[src/sv/sphere_mesh_generator_assert.svh]
// ----------------------------------------------------------------------------
// Sphere mesh generator assertion macros
// Concurrent check wrappers on clock with reset disable.
// ----------------------------------------------------------------------------
`ifndef SPHERE_MESH_GENERATOR_ASSERT_SVH
`define SPHERE_MESH_GENERATOR_ASSERT_SVH

// same-cycle implication
`define SMG_ASSERT_SAME(label, pre, post, msg) \
   label: assert property (@(posedge clock) disable iff (reset) (pre) |-> (post)) \
      else $error(msg);

// next-cycle implication
`define SMG_ASSERT_NEXT(label, pre, post, msg) \
   label: assert property (@(posedge clock) disable iff (reset) (pre) |=> (post)) \
      else $error(msg);

`endif

[src/sv/sphmg_pkg.sv]
// ----------------------------------------------------------------------------
// Sphere mesh generator package
// Shared types and constants for the front end, queue and back end.
// ----------------------------------------------------------------------------
package sphmg_pkg;

   localparam int CSR_IW = 8;
   localparam int CSR_DW = 16;

   localparam logic [CSR_IW-1:0] REG_RING_COUNT    = 8'd0;
   localparam logic [CSR_IW-1:0] REG_SEGMENT_COUNT = 8'd1;
   localparam logic [CSR_IW-1:0] REG_POLAR_STEP    = 8'd2;
   localparam logic [CSR_IW-1:0] REG_AZIMUTH_STEP  = 8'd3;

   localparam logic [8:0]  RESET_RING_COUNT    = 9'd16;
   localparam logic [8:0]  RESET_SEGMENT_COUNT = 9'd16;
   localparam logic [15:0] RESET_POLAR_STEP    = 16'd2048;
   localparam logic [15:0] RESET_AZIMUTH_STEP  = 16'd4096;

   localparam logic [15:0] QUARTER_TURN = 16'h4000;

   localparam int Q_DEPTH = 4;
   localparam int Q_AW    = 2;

   localparam int LANE_LATENCY = 7;

   localparam logic signed [32:0] COEF_A1 = 33'sd1686629713;
   localparam logic signed [32:0] COEF_A3 = -33'sd693598668;
   localparam logic signed [32:0] COEF_A5 = 33'sd85569306;
   localparam logic signed [32:0] COEF_A7 = -33'sd5026995;
   localparam logic signed [32:0] COEF_A9 = 33'sd172272;

   typedef struct packed {
      logic [5:0][16:0] idx;
      logic             done;
   } side_type;

   typedef struct packed {
      logic [15:0] theta;
      logic [15:0] phi;
      side_type    side;
   } entry_type;

   typedef struct packed {
      logic full;
      logic empty;
   } q_stat_type;

endpackage

[src/sv/sphmg_queue.sv]
// ----------------------------------------------------------------------------
// Sphere mesh generator point queue
// Short first-in first-out buffer between front end and back end.
// ----------------------------------------------------------------------------
module sphmg_queue (
   input  logic                  clock,
   input  logic                  reset,
   input  logic                  push,
   input  sphmg_pkg::entry_type  push_entry,
   input  logic                  pop,
   output sphmg_pkg::entry_type  head,
   output sphmg_pkg::q_stat_type q_stat
);
   import sphmg_pkg::*;

   entry_type         mem [Q_DEPTH];
   logic [Q_AW-1:0]   wr_ptr_ff, rd_ptr_ff;
   logic [Q_AW:0]     count_ff, count_in;

   assign head         = mem[rd_ptr_ff];
   assign q_stat.full  = count_ff == (Q_AW+1)'(Q_DEPTH);
   assign q_stat.empty = count_ff == '0;

   always_comb begin
      count_in = count_ff;
      if (push && !pop) count_in = count_ff + 1'b1;
      else if (pop && !push) count_in = count_ff - 1'b1;
   end

   always_ff @(posedge clock) begin
      if (push) mem[wr_ptr_ff] <= push_entry;
   end

   always_ff @(posedge clock) begin
      if (reset) begin
         wr_ptr_ff <= '0;
         rd_ptr_ff <= '0;
         count_ff  <= '0;
      end else begin
         if (push) wr_ptr_ff <= wr_ptr_ff + 1'b1;
         if (pop) rd_ptr_ff <= rd_ptr_ff + 1'b1;
         count_ff <= count_in;
      end
   end

endmodule

[config.mk]
export PLATFORM = sky130hd
export DESIGN_NAME = sphmg_queue
export DESIGN_NICKNAME = d
export VERILOG_FILES = /design/src/sv/sphere_mesh_generator_assert.svh /design/src/sv/sphmg_pkg.sv /design/src/sv/sphmg_queue.sv
export SDC_FILE = /design/constraint.sdc
export NUM_CORES = 1
export LEC_CHECK = 0
export ABC_AREA = 1
export BUFFER_PORTS_ARGS = -buffer_cell sky130_fd_sc_hd__buf_2
export CORE_MARGIN = 2
export CORE_UTILIZATION = 55
export DETAILED_ROUTE_END_ITERATION = 8
export PLACE_DENSITY = 0.77
export RECOVER_POWER = 25
export REMOVE_ABC_BUFFERS = 1
export SLEW_MARGIN = 10
export SYNTH_ARGS = -nofsm -noshare
export SYNTH_HDL_FRONTEND = slang
export SYNTH_SLANG_ARGS = --single-unit
[constraint.sdc]
create_clock -name clock -period 8.9 [get_ports clock]
set_input_delay 1.78 -clock clock [delete_from_list [all_inputs] [get_ports clock]]
set_output_delay 1.78 -clock clock [all_outputs]
set_load 0.01 [all_outputs]
Word-level counts from Yosys, hierarchy flattened

Memories as Yosys holds them, arrays and structs flattened. A register that Yosys moved wholly into a read port is not among the register bits.
Cells that the tools add are included.

Word-level logic and storage cells: 21
RAM bits: 540
Memories kept: 1
Output and inout bits: 137
Bits in registers: 7
Input bits: 139

Memories:

| name | words | width | read ports | clocked after memory_dff | write ports | RTL line          | source |
|---|---|---|---|---|---|---|---|
| mem  | 4     | 135   | 1          | 1                        | 1           | sphmg_queue.sv:16 | `entry_type mem [Q_DEPTH];` |

Equal/unequal tests: 1
Muxes and demuxes: 6
Add/sub/neg operators: 4
Reductions and logical operators: 6

Operators by type and width:

| operator                                         | count |
|---|---|
| 2-to-1 mux 3 bit                                 | 2 |
| adder 2 x 1 -> 2 bit, second input constant      | 2 |
| 2-to-1 mux 2 bit                                 | 2 |
| adder 3 x 1 -> 3 bit, second input constant      | 1 |
| equality test 3 bit, second input constant       | 1 |
| logical NOT 3 bit                                | 1 |
| subtractor 3 x 1 -> 3 bit, second input constant | 1 |
| logical AND 1 bit                                | 2 |
| logical NOT 1 bit                                | 2 |
| 2-to-1 mux 1 bit                                 | 2 |
| nonzero test 2 bit                               | 1 |

Logic depth before layout (Yosys ltp)

Word-level depth: 4
Mapped depth: 10
Gate-level depth less buffers: 10

Least setup slack after synthesis

OpenSTA, ideal clock, no wires.

Kind: in2reg
Start point: in push
End point: mem mem[0][0] (netlist bit) (enable)
Path slack: 3999 ps
Stages: 2
Setup time: 488 ps
Arrival: 4413 ps
Path buffers: 0
Required time: 8412 ps
Path through: nand2_1 inv_1

Longest elaborated chain between the ends: 2

RTL lines:

| element                                | RTL line          | source |
|---|---|---|
| start, declared                        | sphmg_queue.sv:8  | `input logic push,` |
| 2-to-1 mux 1 bit                       | sphmg_queue.sv:31 | `if (push) mem[wr_ptr_ff] <= push_entry;` |
| 2-to-1 mux 1 bit (not written as such) | sphmg_queue.sv:31 |  |
| end, declared                          | sphmg_queue.sv:16 |  |

Every way passes these cells.

==> metrics.txt <==
count of cell types in the netlist=24; HPWL reported at the end of detailed placement=23860 um; synthesized flop and latch total=549; critical-path cell with the highest stage delay=sky130_fd_sc_hd__buf_4; proportion of synthesized area in mux cells=0%; worst min path class=register to register; die area=38760 um^2; global-route wire length before repair=67310 um; all-layer global routing usage=22.66%; CTS tree=yes; DRT Wirelength=44210 um; via density per instance=5.774; synth-to-layout area growth=15.30%; utilization after layout=64.44%; Hold Fails Final Rpt=0; Period minus WS final=5.371 ns; DR WL/cell=20.71 um; power per cell area=240.9 nW/um^2; syn avg cell area=15.01 um^2; cts bufs inserted=54; Post-Synth Simple-Gate Area=5.332%; number of max-cap violations=0; combinational family with the most area after synthesis=compound AO/OA/AOI/OAI gates; post-detailed-route DRC marker count=0; total I/O pin count=276; port buffer count=275; area of the core region=36610 um^2; critical path endpoint category=output pin; maximum level of the CTS H-tree=2; CP max stage delay=0.81 ns; combined area of all synthesized cells=20460 um^2; pin count of the biggest net entering global routing=190; post-cts gate resize count=0; synthesized-area fraction occupied by ao, oa, aoi and oai cells=10.93%; critical setup path kind=register to output pin; Gate Count Post-Synth=1363; normalized max-slew margin=25.33%; clk buf depth=3; layout cell share with drive strength beyond 1=17.29%; via count=12.33k; number of setup violations in the final report=0; clock root buffer=sky130_fd_sc_hd__clkbuf_16; RSZ-0062 raised after global routing=no; Layout Nets=1760; number of violations reported at the end of detailed-routing iteration 0=927; highest clock frequency the design can meet=186.2 MHz; via count of the first global-routing pass=12.34k; Post CTS Setup Buffer Count=0; library cell occupying the most area in the post-synthesis netlist=sky130_fd_sc_hd__edfxtp_1; crit path max fanout=189; sequential-to-total area share from yosys stat=80.13%; run status=finished, final reports clean; CTS clk-pin slew, worst paths=0.06 ns; die outline width=196.9 um; Data required, critical path=7.12 ns; final critical-path share of the clock period=60.35%; Total Negative Setup Slacks=0 ns; clock net sink count=549; share of the synthesized area in the top cell type=79.25%; Routed Antenna Nets=0; standard-cell rows=70; Cell Chain, Critical Path=inv_8 > buf_4 > nor2_1 > o22ai_1 > buf_2; Worst setup SP type=register; number of max-slew violations in the final report=0; number of antenna violations at the first check in global routing=9; 1st-pass router iterations=5; Skew-Pair Late Insertion Delay=0.58 ns; top post-synthesis cells by area=sky130_fd_sc_hd__edfxtp_1 79%, sky130_fd_sc_hd__nor2_1 5.1%, sky130_fd_sc_hd__o21ai_0 5.0%, sky130_fd_sc_hd__o22ai_1 4.1%, sky130_fd_sc_hd__o21ai_1 1.8%; xor and xnor fraction of the mapped netlist area=0.04281%; IR drop worst, VDD=177.9 uV; sum of overflow across all layers after global routing=0; Worst Clk Skew=0.007681 ns; Initial Utilization=55.89%; height of the die=196.9 um; Leak=8.008 nW; count of hold buffers inserted by post-cts repair=0; total number of yosys warnings=0; adder and majority cell fraction of the synthesized area=0.4036%; arrival time reported for the critical path endpoint=3.59 ns; global placement routability congestion=0.7687; actual transition at the worst max-transition pin=1.120 ns
[cells in the mapped netlist (all sizes together)]
cell	n
nand2	9
nor3	2
o22ai	135
nand4	1
clkbuf	44
fa	1
xor2	1
dfxtp	9
inv	17
a21oi	3
ha	5
nand3	1
o21ai	275
edfxtp	540
nor2	276
buf	44
[metrics by stage]
stage	setup WS [ns]	area, um^2	std cells	hold WS (ns)	power [mW]
after floorplan	0.7499	19890	1275	0.4115	3.309
after global placement	4.316	21940	2027	0.4172	3.519
after detailed placement	4.219	21940	2027	0.4194	3.539
after CTS	3.534	23680	2128	0.4308	5.735
after global routing	3.258	23580	2131	0.4615	5.875
final	3.529	23590	2135	0.4290	5.684
[cells in the final DEF, fill, tap and decap left out, types with 9 or more instances in the layout]
master / instances
sky130_fd_sc_hd__o22ai_1: 135
sky130_fd_sc_hd__clkinv_2: 13
sky130_fd_sc_hd__o21ai_1: 72
sky130_fd_sc_hd__buf_4: 9
sky130_fd_sc_hd__buf_2: 188
sky130_fd_sc_hd__clkbuf_1: 94
sky130_fd_sc_hd__clkbuf_16: 55
sky130_fd_sc_hd__nor2_1: 276
sky130_fd_sc_hd__nand2_1: 9
sky130_fd_sc_hd__inv_1: 11
sky130_fd_sc_hd__o21ai_0: 203
sky130_fd_sc_hd__clkinv_1: 12
sky130_fd_sc_hd__edfxtp_1: 540
[report_power, final]
group / switching [mW] / internal (mW) / leakage, nW
logic: 0.331 / 0.150 / 2.11
registers: 0.0389 / 2.96 / 5.04
clock network: 0.926 / 1.28 / 0.859
total: 1.30 / 4.39 / 8.01
[worst max-delay path, delay by kind of cell (launching register included)]
family                 cells  cell delay [ns]
AOI/OAI and AO/OA          1             0.29
and+or+nand+nor            1             0.13
buffers and inverters      3             1.77
DFF                        1             0.59
[flip-flops by register name, summed over array words and instances, names as in the netlist, named ones only]
name / flops
count_ff: 3
rd_ptr_ff: 2
wr_ptr_ff: 2
mem: 540
[path summary, 6_finish.rpt]
check | startpoint | endpoint | slack, ns | depth (start not counted)
hold / removal | rd_ptr_ff[1] | register | 0.43 | 1
hold reg to reg | rd_ptr_ff[1] | register | 0.43 | 1
setup reg to reg | wr_ptr_ff[0] | mem[2][79] | 6.31 | 5
setup / recovery | register | head[69] | 3.53 | 5
[cell families (layout without fill, tap and decap cells)]
family | after synthesis | count (layout)
compound gates | 413 | 413
other cells | 0 | 7
simple gates | 289 | 289
flops | 549 | 549
buf+inv | 105 | 402
xor+xnor | 1 | 1
fa+ha+maj | 6 | 6
[cell type report]
type                       instances  area [um^2]
clock inverter                    35        280.3
multi-input combinational        709         3418
clock buffer                      66         1458
sequential                       549        16400
antenna                            7        17.52
timing repair buffer             284         1335
tap                              468        585.6
fill                            2623        13020
inverter                          17        93.84
[routing by layer]
layer	up-vias	global-route usage [%]	part of all wire [%]
met2	490	36.37	48
met4	8	7.602	2.2
li1	5679	-	-
met3	89	6.913	9.3
met5	-	0	0.12
met1	6061	29.83	40
Note: power is estimated with default switching activity, not from simulation.
