[src/sv/sphere_mesh_generator_assert.svh]
// ----------------------------------------------------------------------------
// Sphere mesh generator assertion macros
// Concurrent check wrappers on clock with reset disable.
// ----------------------------------------------------------------------------
`ifndef SPHERE_MESH_GENERATOR_ASSERT_SVH
`define SPHERE_MESH_GENERATOR_ASSERT_SVH

// same-cycle implication
`define SMG_ASSERT_SAME(label, pre, post, msg) \
   label: assert property (@(posedge clock) disable iff (reset) (pre) |-> (post)) \
      else $error(msg);

// next-cycle implication
`define SMG_ASSERT_NEXT(label, pre, post, msg) \
   label: assert property (@(posedge clock) disable iff (reset) (pre) |=> (post)) \
      else $error(msg);

`endif

[src/sv/sphmg_pkg.sv]
// ----------------------------------------------------------------------------
// Sphere mesh generator package
// Shared types and constants for the front end, queue and back end.
// ----------------------------------------------------------------------------
package sphmg_pkg;

   localparam int CSR_IW = 8;
   localparam int CSR_DW = 16;

   localparam logic [CSR_IW-1:0] REG_RING_COUNT    = 8'd0;
   localparam logic [CSR_IW-1:0] REG_SEGMENT_COUNT = 8'd1;
   localparam logic [CSR_IW-1:0] REG_POLAR_STEP    = 8'd2;
   localparam logic [CSR_IW-1:0] REG_AZIMUTH_STEP  = 8'd3;

   localparam logic [8:0]  RESET_RING_COUNT    = 9'd16;
   localparam logic [8:0]  RESET_SEGMENT_COUNT = 9'd16;
   localparam logic [15:0] RESET_POLAR_STEP    = 16'd2048;
   localparam logic [15:0] RESET_AZIMUTH_STEP  = 16'd4096;

   localparam logic [15:0] QUARTER_TURN = 16'h4000;

   localparam int Q_DEPTH = 4;
   localparam int Q_AW    = 2;

   localparam int LANE_LATENCY = 7;

   localparam logic signed [32:0] COEF_A1 = 33'sd1686629713;
   localparam logic signed [32:0] COEF_A3 = -33'sd693598668;
   localparam logic signed [32:0] COEF_A5 = 33'sd85569306;
   localparam logic signed [32:0] COEF_A7 = -33'sd5026995;
   localparam logic signed [32:0] COEF_A9 = 33'sd172272;

   typedef struct packed {
      logic [5:0][16:0] idx;
      logic             done;
   } side_type;

   typedef struct packed {
      logic [15:0] theta;
      logic [15:0] phi;
      side_type    side;
   } entry_type;

   typedef struct packed {
      logic full;
      logic empty;
   } q_stat_type;

endpackage

[src/sv/sphmg_front.sv]
// ----------------------------------------------------------------------------
// Sphere mesh generator front end
// Holds configuration and grid counters, forms angles and quad indices.
// ----------------------------------------------------------------------------
module sphmg_front #(
   parameter int MAX_RINGS    = 256,
   parameter int MAX_SEGMENTS = 256
) (
   input  logic                           clock,
   input  logic                           reset,
   input  logic                           req_valid,
   input  logic                           restart,
   output logic                           req_ready,
   input  logic                           csr_valid,
   input  logic [sphmg_pkg::CSR_IW-1:0]   csr_index,
   input  logic [sphmg_pkg::CSR_DW-1:0]   csr_data,
   input  sphmg_pkg::q_stat_type          q_stat,
   output logic                           push,
   output sphmg_pkg::entry_type           push_entry
);
   import sphmg_pkg::*;

   logic [8:0]  ring_count_ff, segment_count_ff;
   logic [15:0] polar_step_ff, azimuth_step_ff;
   logic [7:0]  ring_index_ff, point_index_ff, ring_index_in, point_index_in;
   logic [15:0] polar_phase_ff, azimuth_phase_ff, polar_phase_in, azimuth_phase_in;

   logic [8:0]  rc, sc;
   logic [7:0]  ri, pi;
   logic [15:0] pph, aph, theta, phi;
   logic        last_point, last_ring;
   logic [16:0] base, next, base_p, next_p;

   assign req_ready = !q_stat.full;
   assign push      = req_valid && req_ready;

   always_comb begin
      rc = (ring_count_ff == 9'd0) ? 9'd1 :
           (ring_count_ff > 9'(MAX_RINGS)) ? 9'(MAX_RINGS) : ring_count_ff;
      sc = (segment_count_ff == 9'd0) ? 9'd1 :
           (segment_count_ff > 9'(MAX_SEGMENTS)) ? 9'(MAX_SEGMENTS) : segment_count_ff;
      ri  = restart ? 8'd0 : ring_index_ff;
      pi  = restart ? 8'd0 : point_index_ff;
      pph = restart ? 16'd0 : polar_phase_ff;
      aph = restart ? 16'd0 : azimuth_phase_ff;
      theta = pph + polar_step_ff;
      phi   = aph + azimuth_step_ff;
      last_point = ({1'b0, pi} + 9'd1) >= sc;
      last_ring  = ({1'b0, ri} + 9'd1) >= rc;
      base   = {9'd0, ri} * {8'd0, sc};
      next   = base + {8'd0, sc};
      base_p = base + {9'd0, pi};
      next_p = next + {9'd0, pi};
   end

   always_comb begin
      push_entry.theta       = theta;
      push_entry.phi         = phi;
      push_entry.side.done   = last_point && last_ring;
      push_entry.side.idx[0] = base_p;
      push_entry.side.idx[2] = next_p;
      if (last_point) begin
         push_entry.side.idx[1] = base;
         push_entry.side.idx[3] = base;
         push_entry.side.idx[4] = next;
         push_entry.side.idx[5] = next_p;
      end else begin
         push_entry.side.idx[1] = base_p + 17'd1;
         push_entry.side.idx[3] = base_p + 17'd1;
         push_entry.side.idx[4] = next_p;
         push_entry.side.idx[5] = next_p + 17'd1;
      end
   end

   always_comb begin
      ring_index_in    = ring_index_ff;
      point_index_in   = point_index_ff;
      polar_phase_in   = polar_phase_ff;
      azimuth_phase_in = azimuth_phase_ff;
      if (push) begin
         if (last_point) begin
            point_index_in   = 8'd0;
            azimuth_phase_in = 16'd0;
            if (last_ring) begin
               ring_index_in  = 8'd0;
               polar_phase_in = 16'd0;
            end else begin
               ring_index_in  = ri + 8'd1;
               polar_phase_in = theta;
            end
         end else begin
            ring_index_in    = ri;
            polar_phase_in   = pph;
            point_index_in   = pi + 8'd1;
            azimuth_phase_in = phi;
         end
      end
   end

   always_ff @(posedge clock) begin
      if (reset) begin
         ring_index_ff    <= '0;
         point_index_ff   <= '0;
         polar_phase_ff   <= '0;
         azimuth_phase_ff <= '0;
      end else begin
         ring_index_ff    <= ring_index_in;
         point_index_ff   <= point_index_in;
         polar_phase_ff   <= polar_phase_in;
         azimuth_phase_ff <= azimuth_phase_in;
      end
   end

   always_ff @(posedge clock) begin
      if (reset) begin
         ring_count_ff    <= RESET_RING_COUNT;
         segment_count_ff <= RESET_SEGMENT_COUNT;
         polar_step_ff    <= RESET_POLAR_STEP;
         azimuth_step_ff  <= RESET_AZIMUTH_STEP;
      end else if (csr_valid) begin
         unique case (csr_index)
            REG_RING_COUNT:    ring_count_ff    <= csr_data[8:0];
            REG_SEGMENT_COUNT: segment_count_ff <= csr_data[8:0];
            REG_POLAR_STEP:    polar_step_ff    <= csr_data;
            REG_AZIMUTH_STEP:  azimuth_step_ff  <= csr_data;
            default: ;
         endcase
      end
   end

endmodule

[config.mk]
export PLATFORM = sky130hd
export DESIGN_NAME = sphmg_front
export DESIGN_NICKNAME = d
export VERILOG_FILES = /design/src/sv/sphere_mesh_generator_assert.svh /design/src/sv/sphmg_pkg.sv /design/src/sv/sphmg_front.sv
export SDC_FILE = /design/constraint.sdc
export NUM_CORES = 1
export LEC_CHECK = 0
export ABC_AREA = 1
export BUFFER_PORTS_ARGS = -buffer_cell sky130_fd_sc_hd__buf_2
export CORE_AREA = 2 2 146 148
export CTS_CLUSTER_SIZE = 25
export DETAILED_ROUTE_END_ITERATION = 10
export DIE_AREA = 0 0 148 150
export PLACE_DENSITY = 0.8
export SYNTH_ARGS = -nofsm -noshare
export SYNTH_HDL_FRONTEND = slang
export SYNTH_SLANG_ARGS = --single-unit
[constraint.sdc]
create_clock -name clock -period 26.9 [get_ports clock]
set_input_delay 5.38 -clock clock [delete_from_list [all_inputs] [get_ports clock]]
set_output_delay 5.38 -clock clock [all_outputs]
set_load 0.02 [all_outputs]
After elaboration in Yosys (flattened, before gate mapping). Index checks and enable logic that the tools add are counted.

Register bits: 98. Input port bits: 31. Word-level logic and storage cells: 53.

Add/subtract/negate cells: 11. Multiply operators: 1. Magnitude comparators: 4. Equality and inequality tests: 3. Mux-type cells: 16. Reductions and logical operators: 10.

Operators by type and width (number): two-way mux 16 bit (5); two-way mux 51 bit (1); two-way mux 8 bit (5); two-way mux 9 bit (4); adder 17 x 1 -> 17 bit (second input constant) (2); adder 17 x 8 -> 17 bit (2); adder 16 bit (2); adder 8 x 1 -> 9 bit (second input constant) (2); greater-or-equal comparator 9 bit (2); greater-than comparator 9 bit (second input constant) (2); logical NOT 9 bit (2); adder 17 x 9 -> 17 bit (1); multiplier 8 x 9 -> 17 bit (1); two-way mux 17 bit (1); adder 8 x 1 -> 8 bit (second input constant) (2); == test 8 x 2 -> 1 bit (second input constant) (2); == test 8 x 1 -> 1 bit (second input constant) (1); logical NOT 8 bit (1); AND reduction 2 bit (4); logical AND 1 bit (2); logical NOT 1 bit (1).

Depth between registers and ports, before layout. Gate-level depths: netlist (run 1).

Depth in word-level cells: 8. Gate-level depth with buffers: 40.

Worst setup path after synthesis (run 1). OpenSTA, ideal clock, no wires.

Kind: in2out. From: input restart. To: output push_entry[100] (netlist bit). Arrival time: 11387 ps. Required time: 21520 ps. Setup slack: 10133 ps. Stages on the path: 31. Buffers on the path: 1. Cell sequence: clkbuf_1 -> nor2_1 -> inv_1 -> nor2_1 -> fa_1 -> fa_1 -> ha_1 -> inv_1 -> fa_1 -> inv_1 -> ha_1 -> xor2_1 -> ha_1 -> nand2_1 -> nand2_1 -> a31o_2 -> xor2_1 -> inv_1 -> ha_1 -> nand2_1 -> o21a_1 -> nand2_1 -> xor2_2 -> inv_1 -> nor2_2 -> nand2_1 -> nor2_1 -> nand2_1 -> nor2_2 -> nand4_1 -> xor2_1.

RTL lines: start, declared (line sphmg_front.sv:12) `input logic restart,`; end, declared (line sphmg_front.sv:19) `output sphmg_pkg::entry_type push_entry`.

==> qor.csv, run 1 <==
metric,value,unit
ir_drop,38.05,µV
routabilityCongestion,0.9214,
setup_viol,0,
post-route-min-period,18100,ps
crit_fanout,41,
syn_area_per_cell,6.364,µm²
grt_overflow_total,0,
multi_input_area,7901,µm²
cts_resized,0,
grt_pass1_vias,10560,
synth_compound_gate_area_share,0.1217,
min_to,polar_phase_ff[8],
cp.arrival,12720,ps
status,"finished, final reports clean",
cts_hold_buf,0,
crit_family,adder cells,
postRouteAntennaNets,0,
drv_slew,0,
holdPathStages,2,
timing.rr.end,polar_phase_ff[5],
max_stage_delay,530,ps
start_util,0.5402,
cts_setup_buffers,0,
muxShareOfSynthArea,0,
worstMarginPinSlew,1163,ps
port_buffers,166,
rows,53,
drt_wl_total,28.66,mm
core,20690,µm²
cp-end-kind,output port,
hold_start,polar_phase_ff[8],
yosysTopAreaCell,dfxtp_1,
ctsHtreeMaxLevel,3,
synth_area_leaders,"dfxtp_1 (18%), nand2_1 (14%), ha_1 (13%)",
rr_worst_depth,17,
nets,2075,
clk_latency,350,ps
hold_viol,0,
rsz0062_at_grt,no,
syn_to_final_growth,11.14,%
synth_top_area_share,0.1755,
clock_skew,8.096,ps
syn_inst,1756,
critPathLaunchType,primary input,
clk_path_buf_depth,2,
post-route-drc-count,0,
cts_made_buffers,9,
max_freq,55.25,MHz
synth_area,11180,µm²
cp_slowest_cell,fa_1,
ctsRootBufferMaster,clkbuf_16,
drt_iter0_markers,690,
routedWlPerCell,13.24,µm
fillers,1998,
final_common_cell,nand2_1,
cp.buffers_inverters,8,
synth_top_family_by_area,simple AND/OR/NAND/NOR gates,
leakage,6.647,nW
cellPowerDensity,23.99,nW/µm²
synth_cell_types,42,
antenna_cells,0,
finalCritPeriodShare,0.6728,
hold_class,reg -> reg,
dieArea,22200,µm²
worst_slack,8801,ps
antenna_found_initial,0,
die_w,148,µm
synthAdderAreaFrac,0.2107,
grt.total_usage,0.2588,
synthArstFlopShare,0,
vias,11170,
dr.pass1.iters,5,
grt_pass1_wl,47.62,mm
rrSetupSlack,23310,ps
synth-seq-cells,98,
placed_cell_area,12120,µm²
clkTransAtPathRegs,70,ps
ys_warn_count,0,
ios,168,
synth_xor_xnor_area_share,0.07176,
yosys.area_share.simple,0.3024,
relSlewSlack,0.2237,
layout_common_cells,"nand2_1 (429), inv_1 (271), nor2_1 (242), buf_2 (166), a21oi_1 (124)",
layout-drive-gt1-share,0.1218,
syn_nets,1947,
regArea,1962,µm²
die_y,150,µm
yosysSeqAreaShare,0.1755,
ys.flop_type,dfxtp_1,
max-cap-violations,0,
path_class,in -> out,
viasPerCell,5.163,
synth-edff-count,0,
finalSetupTns,0,ps
dpl.hpwl,22.50,mm
fin_util,0.6003,
cts_tree,yes,
hold_slack,463.9,ps
worstPathRequired,21520,ps
cts.sinks,98,
pre_cts_slack,8870,ps
grt_start_max_net_pins,54,
r2r-start,point_index_ff[0],
stdcell_area,12420,µm²
-- cell type report --
cell class	instances	share of cell area
inverters	277	0.08371
flip-flops and latches	98	0.1580
repair buffers	172	0.07051
multi-input cells	1326	0.6361
clock inverters	4	0.004130
clock buffers	12	0.01984
well taps	275	0.02770
-- registers in the layout (all words and copies together) (netlist names) --
register          cells
ring_count_ff         9
point_index_ff        8
ring_index_ff         8
segment_count_ff      9
azimuth_step_ff      16
polar_step_ff        16
azimuth_phase_ff     16
polar_phase_ff       16
-- how the worst max path moves through the flow --
stage	slack (ps)	start	endpoint	cells past startpoint
final	8800	restart	push_entry[99]	33
after global placement	8910	restart	push_entry[99]	33
after global routing	8150	restart	push_entry[102]	36
after CTS	8850	restart	push_entry[99]	33
after floorplan	10130	restart	push_entry[100]	31
after detailed placement	8870	restart	push_entry[99]	33
-- power by group --
group          total [mW]  internal (mW)  switching, mW
sequential          0.146          0.146       0.000295
clock               0.131         0.0747         0.0558
combinational      0.0216        0.00618         0.0154
total               0.298          0.226         0.0715
-- cell usage after synthesis, types with 3 or more instances --
master and count:
nor2_2 11, nand3_2 4, nand3b_1 4, inv_1 271, nor2_1 242, nand3_1 73
nand2_2 9, nor2_4 3, nand2_1 429, buf_2 3, o31ai_1 4, a31oi_1 4
o211ai_1 5, a21oi_1 124, dfxtp_1 98, xnor2_1 18, clkbuf_1 29, fa_1 47
inv_2 5, o21bai_1 5, xor2_1 68, nand4_1 19, or2_2 4, buf_1 5
ha_1 113, buf_4 18, nor3_1 14, o21ai_0 107, xor2_2 3
-- worst register-to-register path, stage by stage (launching register included) --
cell     delay [ps]
dfxtp_1         330
inv_1            70
nor2_1          320
ha_1            280
nand3_1         130
nor3_1          300
nor2_1           90
a21oi_1         220
ha_1            300
nand2_1          70
nand2_1          50
a21oi_1         150
nand4_2         140
buf_4           300
o21ai_1         190
buf_4           300
nand2_1          90
a21oi_1         170
-- routing by layer --
metal	wire length [µm]	global-route usage	up-vias
met2	14290	0.4771	273
li1	-	-	5762
met3	1252	0.02652	53
met1	12440	0.3173	5085
met4	675	0.07952	0
met5	0	0	-
-- logic make-up (layout without fill, tap and decap cells) --
logic type               count (synthesis)  count (layout)
adder cells (fa/ha/maj)                160             160
buffers and inverters                  332             465
AO/OA/AOI/OAI                          258             258
XOR/XNOR                                89              89
AND/OR/NAND/NOR                        819             819
flip-flops                              98              98
-- stage by stage --
stage / std cells / power, mW
detailed placement: 2148 / 0.1704
floorplan: 1756 / 0.1623
global route: 2164 / 0.3076
finish: 2164 / 0.2979
CTS: 2164 / 0.2990
global placement: 2148 / 0.1701
Note: power is estimated with default switching activity, not from simulation.
==> run 2: changes to the inputs <==
--- a/config.mk
+++ b/config.mk
@@ -7,11 +7,11 @@
 export LEC_CHECK = 0
 export ABC_AREA = 1
 export BUFFER_PORTS_ARGS = -buffer_cell sky130_fd_sc_hd__buf_2
-export CORE_AREA = 2 2 146 148
+export CORE_AREA = 2 2 147 149
 export CTS_CLUSTER_SIZE = 25
 export DETAILED_ROUTE_END_ITERATION = 10
-export DIE_AREA = 0 0 148 150
-export PLACE_DENSITY = 0.8
+export DIE_AREA = 0 0 149 151
+export PLACE_DENSITY = 0.82
 export SYNTH_ARGS = -nofsm -noshare
 export SYNTH_HDL_FRONTEND = slang
 export SYNTH_SLANG_ARGS = --single-unit
==> constraint.sdc (replaced) <==
create_clock -name clock -period 15.9 [get_ports clock]
set_input_delay 3.18 -clock clock [delete_from_list [all_inputs] [get_ports clock]]
set_output_delay 3.18 -clock clock [all_outputs]
set_load 0.02 [all_outputs]
==> run 2 against run 1 <==
Core utilization is 0.42 points lower; global-route usage is 0.60 points lower; worst hold slack worse by 0.99 ps; sequential power is 69% higher; largest power group unchanged; critical path depth is 3 higher; die area is 1.3% higher; non-clock buffer count stayed put.
==> qor.csv, run 2 (synthesis results as in run 1) <==
metric,value,unit
die_w,149,µm
holdPathStages,2,
pre_cts_slack,2506,ps
start_util,0.5367,
port_buffers,166,
path_class,in -> out,
p_int,0.3654,mW
post-route-min-period,13510,ps
layout_common_cells,"nand2_1 (429), inv_1 (271), nor2_1 (242), buf_2 (166), a21oi_1 (124)",
drv_slew,0,
p_clk_frac,0.425,
finalCritPeriodShare,0.8496,
clock_skew,7.402,ps
ios,168,
syn_to_final_growth,11.06,%
drt_wl_total,28.90,mm
dieArea,22500,µm²
antenna_cells,0,
grt_pass1_vias,10350,
drt_iter0_markers,620,
vias,11310,
routedWlPerCell,13.35,µm
rr_worst_depth,17,
cp_slowest_cell,fa_1,
leakage,6.643,nW
dr.pass1.iters,7,
cts_resized,0,
cts.sinks,98,
cp.buffers_inverters,8,
layout-drive-gt1-share,0.1228,
status,"finished, final reports clean",
hold_viol,0,
relSlewSlack,0.2286,
rsz0062_at_grt,no,
crit_family,adder cells,
hold_start,azimuth_phase_ff[4],
ir_drop,65.32,µV
antenna_found_initial,0,
rows,53,
grt_pass1_wl,47.16,mm
cts_setup_buffers,0,
grt.total_usage,0.2528,
swShare,0.2570,
final_common_cell,nand2_1,
nets,2075,
max_freq,74.03,MHz
cellPowerDensity,39.63,nW/µm²
fillers,2005,
max_stage_delay,530,ps
worstPathRequired,12720,ps
min_to,azimuth_phase_ff[4],
clkTransAtPathRegs,70,ps
p_switching,0.1264,mW
cts_hold_buf,0,
combPwrFrac,0.073,
timing.rr.end,point_index_ff[0],
postRouteAntennaNets,0,
worstMarginPinSlew,1156,ps
finalSetupTns,0,ps
ctsHtreeMaxLevel,3,
crit_top_cell,nand2_1,
die_y,151,µm
max-cap-violations,0,
cp-end-kind,output port,
critPathLaunchType,primary input,
routabilityCongestion,0.9061,
crit_fanout,40,
viasPerCell,5.226,
r2r-start,point_index_ff[0],
grt_start_max_net_pins,54,
cts_tree,yes,
seq_power_share,0.502,
hold_class,reg -> reg,
clk_path_buf_depth,2,
rrSetupSlack,12240,ps
ctsRootBufferMaster,clkbuf_16,
dpl.hpwl,23.12,mm
clk_latency,340,ps
hold_slack,462.9,ps
cts_made_buffers,9,
worst_slack,2391,ps
post-route-drc-count,0,
grt_overflow_total,0,
core,20820,µm²
setup_viol,0,
cp.arrival,10330,ps
-- run 2: stage by stage --
stage | instances | area, µm² | utilization | power (mW)
after floorplan | 1756 | 11180 | - | 0.2746
after global placement | 2148 | 12120 | 0.5822 | 0.2876
after detailed placement | 2148 | 12120 | 0.5822 | 0.2882
after CTS | 2164 | 12410 | 0.5961 | 0.4949
after global routing | 2164 | 12410 | 0.5961 | 0.5081
final | 2164 | 12410 | 0.5961 | 0.4919
-- run 2: power groups by stage --
stage                     Sequential, mW  Combinational, mW  Clock, mW
after floorplan                    0.252             0.0223          0
final                              0.247             0.0360      0.209
after CTS                          0.247             0.0359      0.212
after global placement             0.252             0.0352          0
after global routing               0.247             0.0399      0.222
after detailed placement           0.252             0.0357          0
-- run 2: layout make-up --
| class | instances | area (µm²) | share of cell area |
|---|---|---|---|
| Clock inverter | 7 | 63.81 | 0.005141 |
| Inverter | 277 | 1040 | 0.08377 |
| Clock buffer | 9 | 225.2 | 0.01815 |
| Tap cell | 275 | 344.1 | 0.02772 |
| Sequential cell | 98 | 1962 | 0.1581 |
| Timing Repair Buffer | 172 | 875.8 | 0.07056 |
| Multi-Input combinational cell | 1326 | 7901 | 0.6366 |
-- run 2: tightest hold or removal path, cell delays in order (launching register included) --
cell and delay (ps):
dfxtp_1 310, nand2_1 60, a21oi_1 50
-- run 2: how the worst max path moves through the flow --
| stage | endpoint | startpoint | cells after the start | slack, ps |
|---|---|---|---|---|
| 6_report | push_entry[102] | restart | 36 | 2390 |
| 5_1_grt | push_entry[102] | restart | 34 | 1940 |
| 4_1_cts | push_entry[102] | restart | 36 | 2490 |
| 3_5_place_dp | push_entry[102] | restart | 36 | 2510 |
| 3_3_place_gp | push_entry[99] | restart | 33 | 2620 |
| 2_1_floorplan | push_entry[100] | restart | 31 | 3530 |
-- run 2: layer usage --
layer,vias to the layer above,routed length [µm],global-route usage
met5,-,0,0
li1,5773,-,-
met1,5190,12640,0.3140
met2,311,14520,0.4698
met4,0,437,0.06619
met3,36,1303,0.02259
==> run 3: changes to the inputs <==
--- a/config.mk
+++ b/config.mk
@@ -7,11 +7,11 @@
 export LEC_CHECK = 0
 export ABC_AREA = 1
 export BUFFER_PORTS_ARGS = -buffer_cell sky130_fd_sc_hd__buf_2
-export CORE_AREA = 2 2 147 149
+export CORE_AREA = 2 2 146 148
 export CTS_CLUSTER_SIZE = 25
 export DETAILED_ROUTE_END_ITERATION = 10
-export DIE_AREA = 0 0 149 151
-export PLACE_DENSITY = 0.82
+export DIE_AREA = 0 0 148 150
+export PLACE_DENSITY = 0.8
 export SYNTH_ARGS = -nofsm -noshare
 export SYNTH_HDL_FRONTEND = slang
 export SYNTH_SLANG_ARGS = --single-unit
==> constraint.sdc (replaced) <==
create_clock -name clock -period 13.3 [get_ports clock]
set_input_delay 2.66 -clock clock [delete_from_list [all_inputs] [get_ports clock]]
set_output_delay 2.66 -clock clock [all_outputs]
set_load 0.02 [all_outputs]
==> run 3 against run 2 <==
Count of clock-buffer cells in the layout increased by 4; design area about the same; register-to-register slack got worse by 2400 ps; clock power increased by 23%; clock skew increased by 1.7 ps; critical path type unchanged; largest cell class unchanged; largest power group unchanged.
==> qor.csv, run 3 (synthesis results as in run 1) <==
metric,value,unit
antenna_found_initial,0,
cts_setup_buffers,0,
cts.sinks,98,
relSlewSlack,0.2388,
p_total,0.5958,mW
final_common_cell,nand2_1,
cts_tree,yes,
critPathLaunch,restart,
rsz0062_at_grt,no,
clkTransAtPathRegs,70,ps
layout.cells.non_filler,2164,
drt_wl_total,28.86,mm
p_int,0.4571,mW
grt_overflow_total,0,
p_switching,0.1387,mW
post-route-min-period,12090,ps
rows,53,
start_util,0.5402,
swShare,0.2327,
leakage,6.646,nW
r2r-start,point_index_ff[0],
worstMarginPinSlew,1140,ps
die_y,150,µm
antenna_cells,0,
holdPathStages,2,
grt_pass1_wl,48.31,mm
p_clk_frac,0.432,
hold_viol,0,
cts_made_buffers,9,
grt.total_usage,0.2615,
syn_to_final_growth,11.12,%
max_stage_delay,530,ps
clk_path_buf_depth,2,
routedWlPerCell,13.33,µm
worst_slack,1214,ps
dpl.hpwl,22.97,mm
clock_skew,9.122,ps
cp.arrival,9430,ps
dr.pass1.iters,5,
hold_start,polar_phase_ff[7],
post-route-drc-count,0,
vias,11270,
combPwrFrac,0.072,
cp_slowest_cell,fa_1,
crit_top_cell,nand2_1,
hold_class,reg -> reg,
routabilityCongestion,0.9073,
viasPerCell,5.209,
layout-drive-gt1-share,0.1212,
cts_resized,0,
cp-end-kind,output port,
setup_viol,0,
clk_latency,340,ps
worstPathRequired,10640,ps
critPathLaunchType,primary input,
grt_pass1_vias,10690,
path_class,in -> out,
ctsRootBufferMaster,clkbuf_16,
die_w,148,µm
place_inst,2149,
finalSetupTns,0,ps
crit_fanout,10,
core,20690,µm²
seq_power_share,0.495,
max_freq,82.74,MHz
ir_drop,76.00,µV
finalCritPeriodShare,0.9087,
cellPowerDensity,47.98,nW/µm²
layout_common_cells,"nand2_1 (429), inv_1 (271), nor2_1 (242), buf_2 (166), a21oi_1 (124)",
pre_cts_slack,1246,ps
nets,2076,
port_buffers,166,
postRouteAntennaNets,0,
max-cap-violations,0,
drt_iter0_markers,533,
ios,168,
drv_slew,0,
cts_hold_buf,0,
grt_start_max_net_pins,54,
ctsHtreeMaxLevel,3,
rr_worst_depth,17,
dieArea,22200,µm²
status,"finished, final reports clean",
[run 3: layout make-up]
cell class,count,area [µm²]
tap,275,344.1
sequential,98,1962
fill,2023,8272
multi-input combinational,1326,7901
timing repair buffer,173,883.3
clock inverter,2,37.54
inverter,277,1040
clock buffer,13,250.2
[run 3: path summary, 6_finish.rpt]
kind	end	slack, ps
min reg2reg	polar_phase_ff[7]	460
max	push_entry[102]	1210
max reg2reg	polar_phase_ff[6]	9850
min	polar_phase_ff[7]	460
[run 3: power by group through the flow]
stage | Combinational [mW] | Clock (mW) | Sequential [mW]
detailed placement | 0.0428 | 0 | 0.302
global placement | 0.0422 | 0 | 0.302
finish | 0.0431 | 0.258 | 0.295
CTS | 0.0430 | 0.263 | 0.295
floorplan | 0.0267 | 0 | 0.302
global route | 0.0478 | 0.275 | 0.295
[run 3: worst max-delay path, delay by kind of cell]
kind	cells	cell delay [ps]
fa+ha+maj	7	2630
simple gates	14	1710
buf+inv	9	1090
compound gates	5	790
xor+xnor	2	530
[run 3: per-layer routing]
layer,vias to the layer above,routed length (µm),track usage
li1,5775,-,-
met1,5151,12310,0.3177
met2,302,14630,0.4870
met3,44,1383,0.03171
met4,0,528,0.06952
met5,-,0,0
[run 3: stage by stage]
stage          hold slack (ps)  utilization  cell area (µm²)
3_5_place_dp             455.3       0.5863            12130
2_1_floorplan            445.3            -            11180
3_3_place_gp             451.4       0.5863            12130
6_report                 463.1       0.6002            12420
5_1_grt                  482.0       0.6002            12420
4_1_cts                  466.2       0.6002            12420
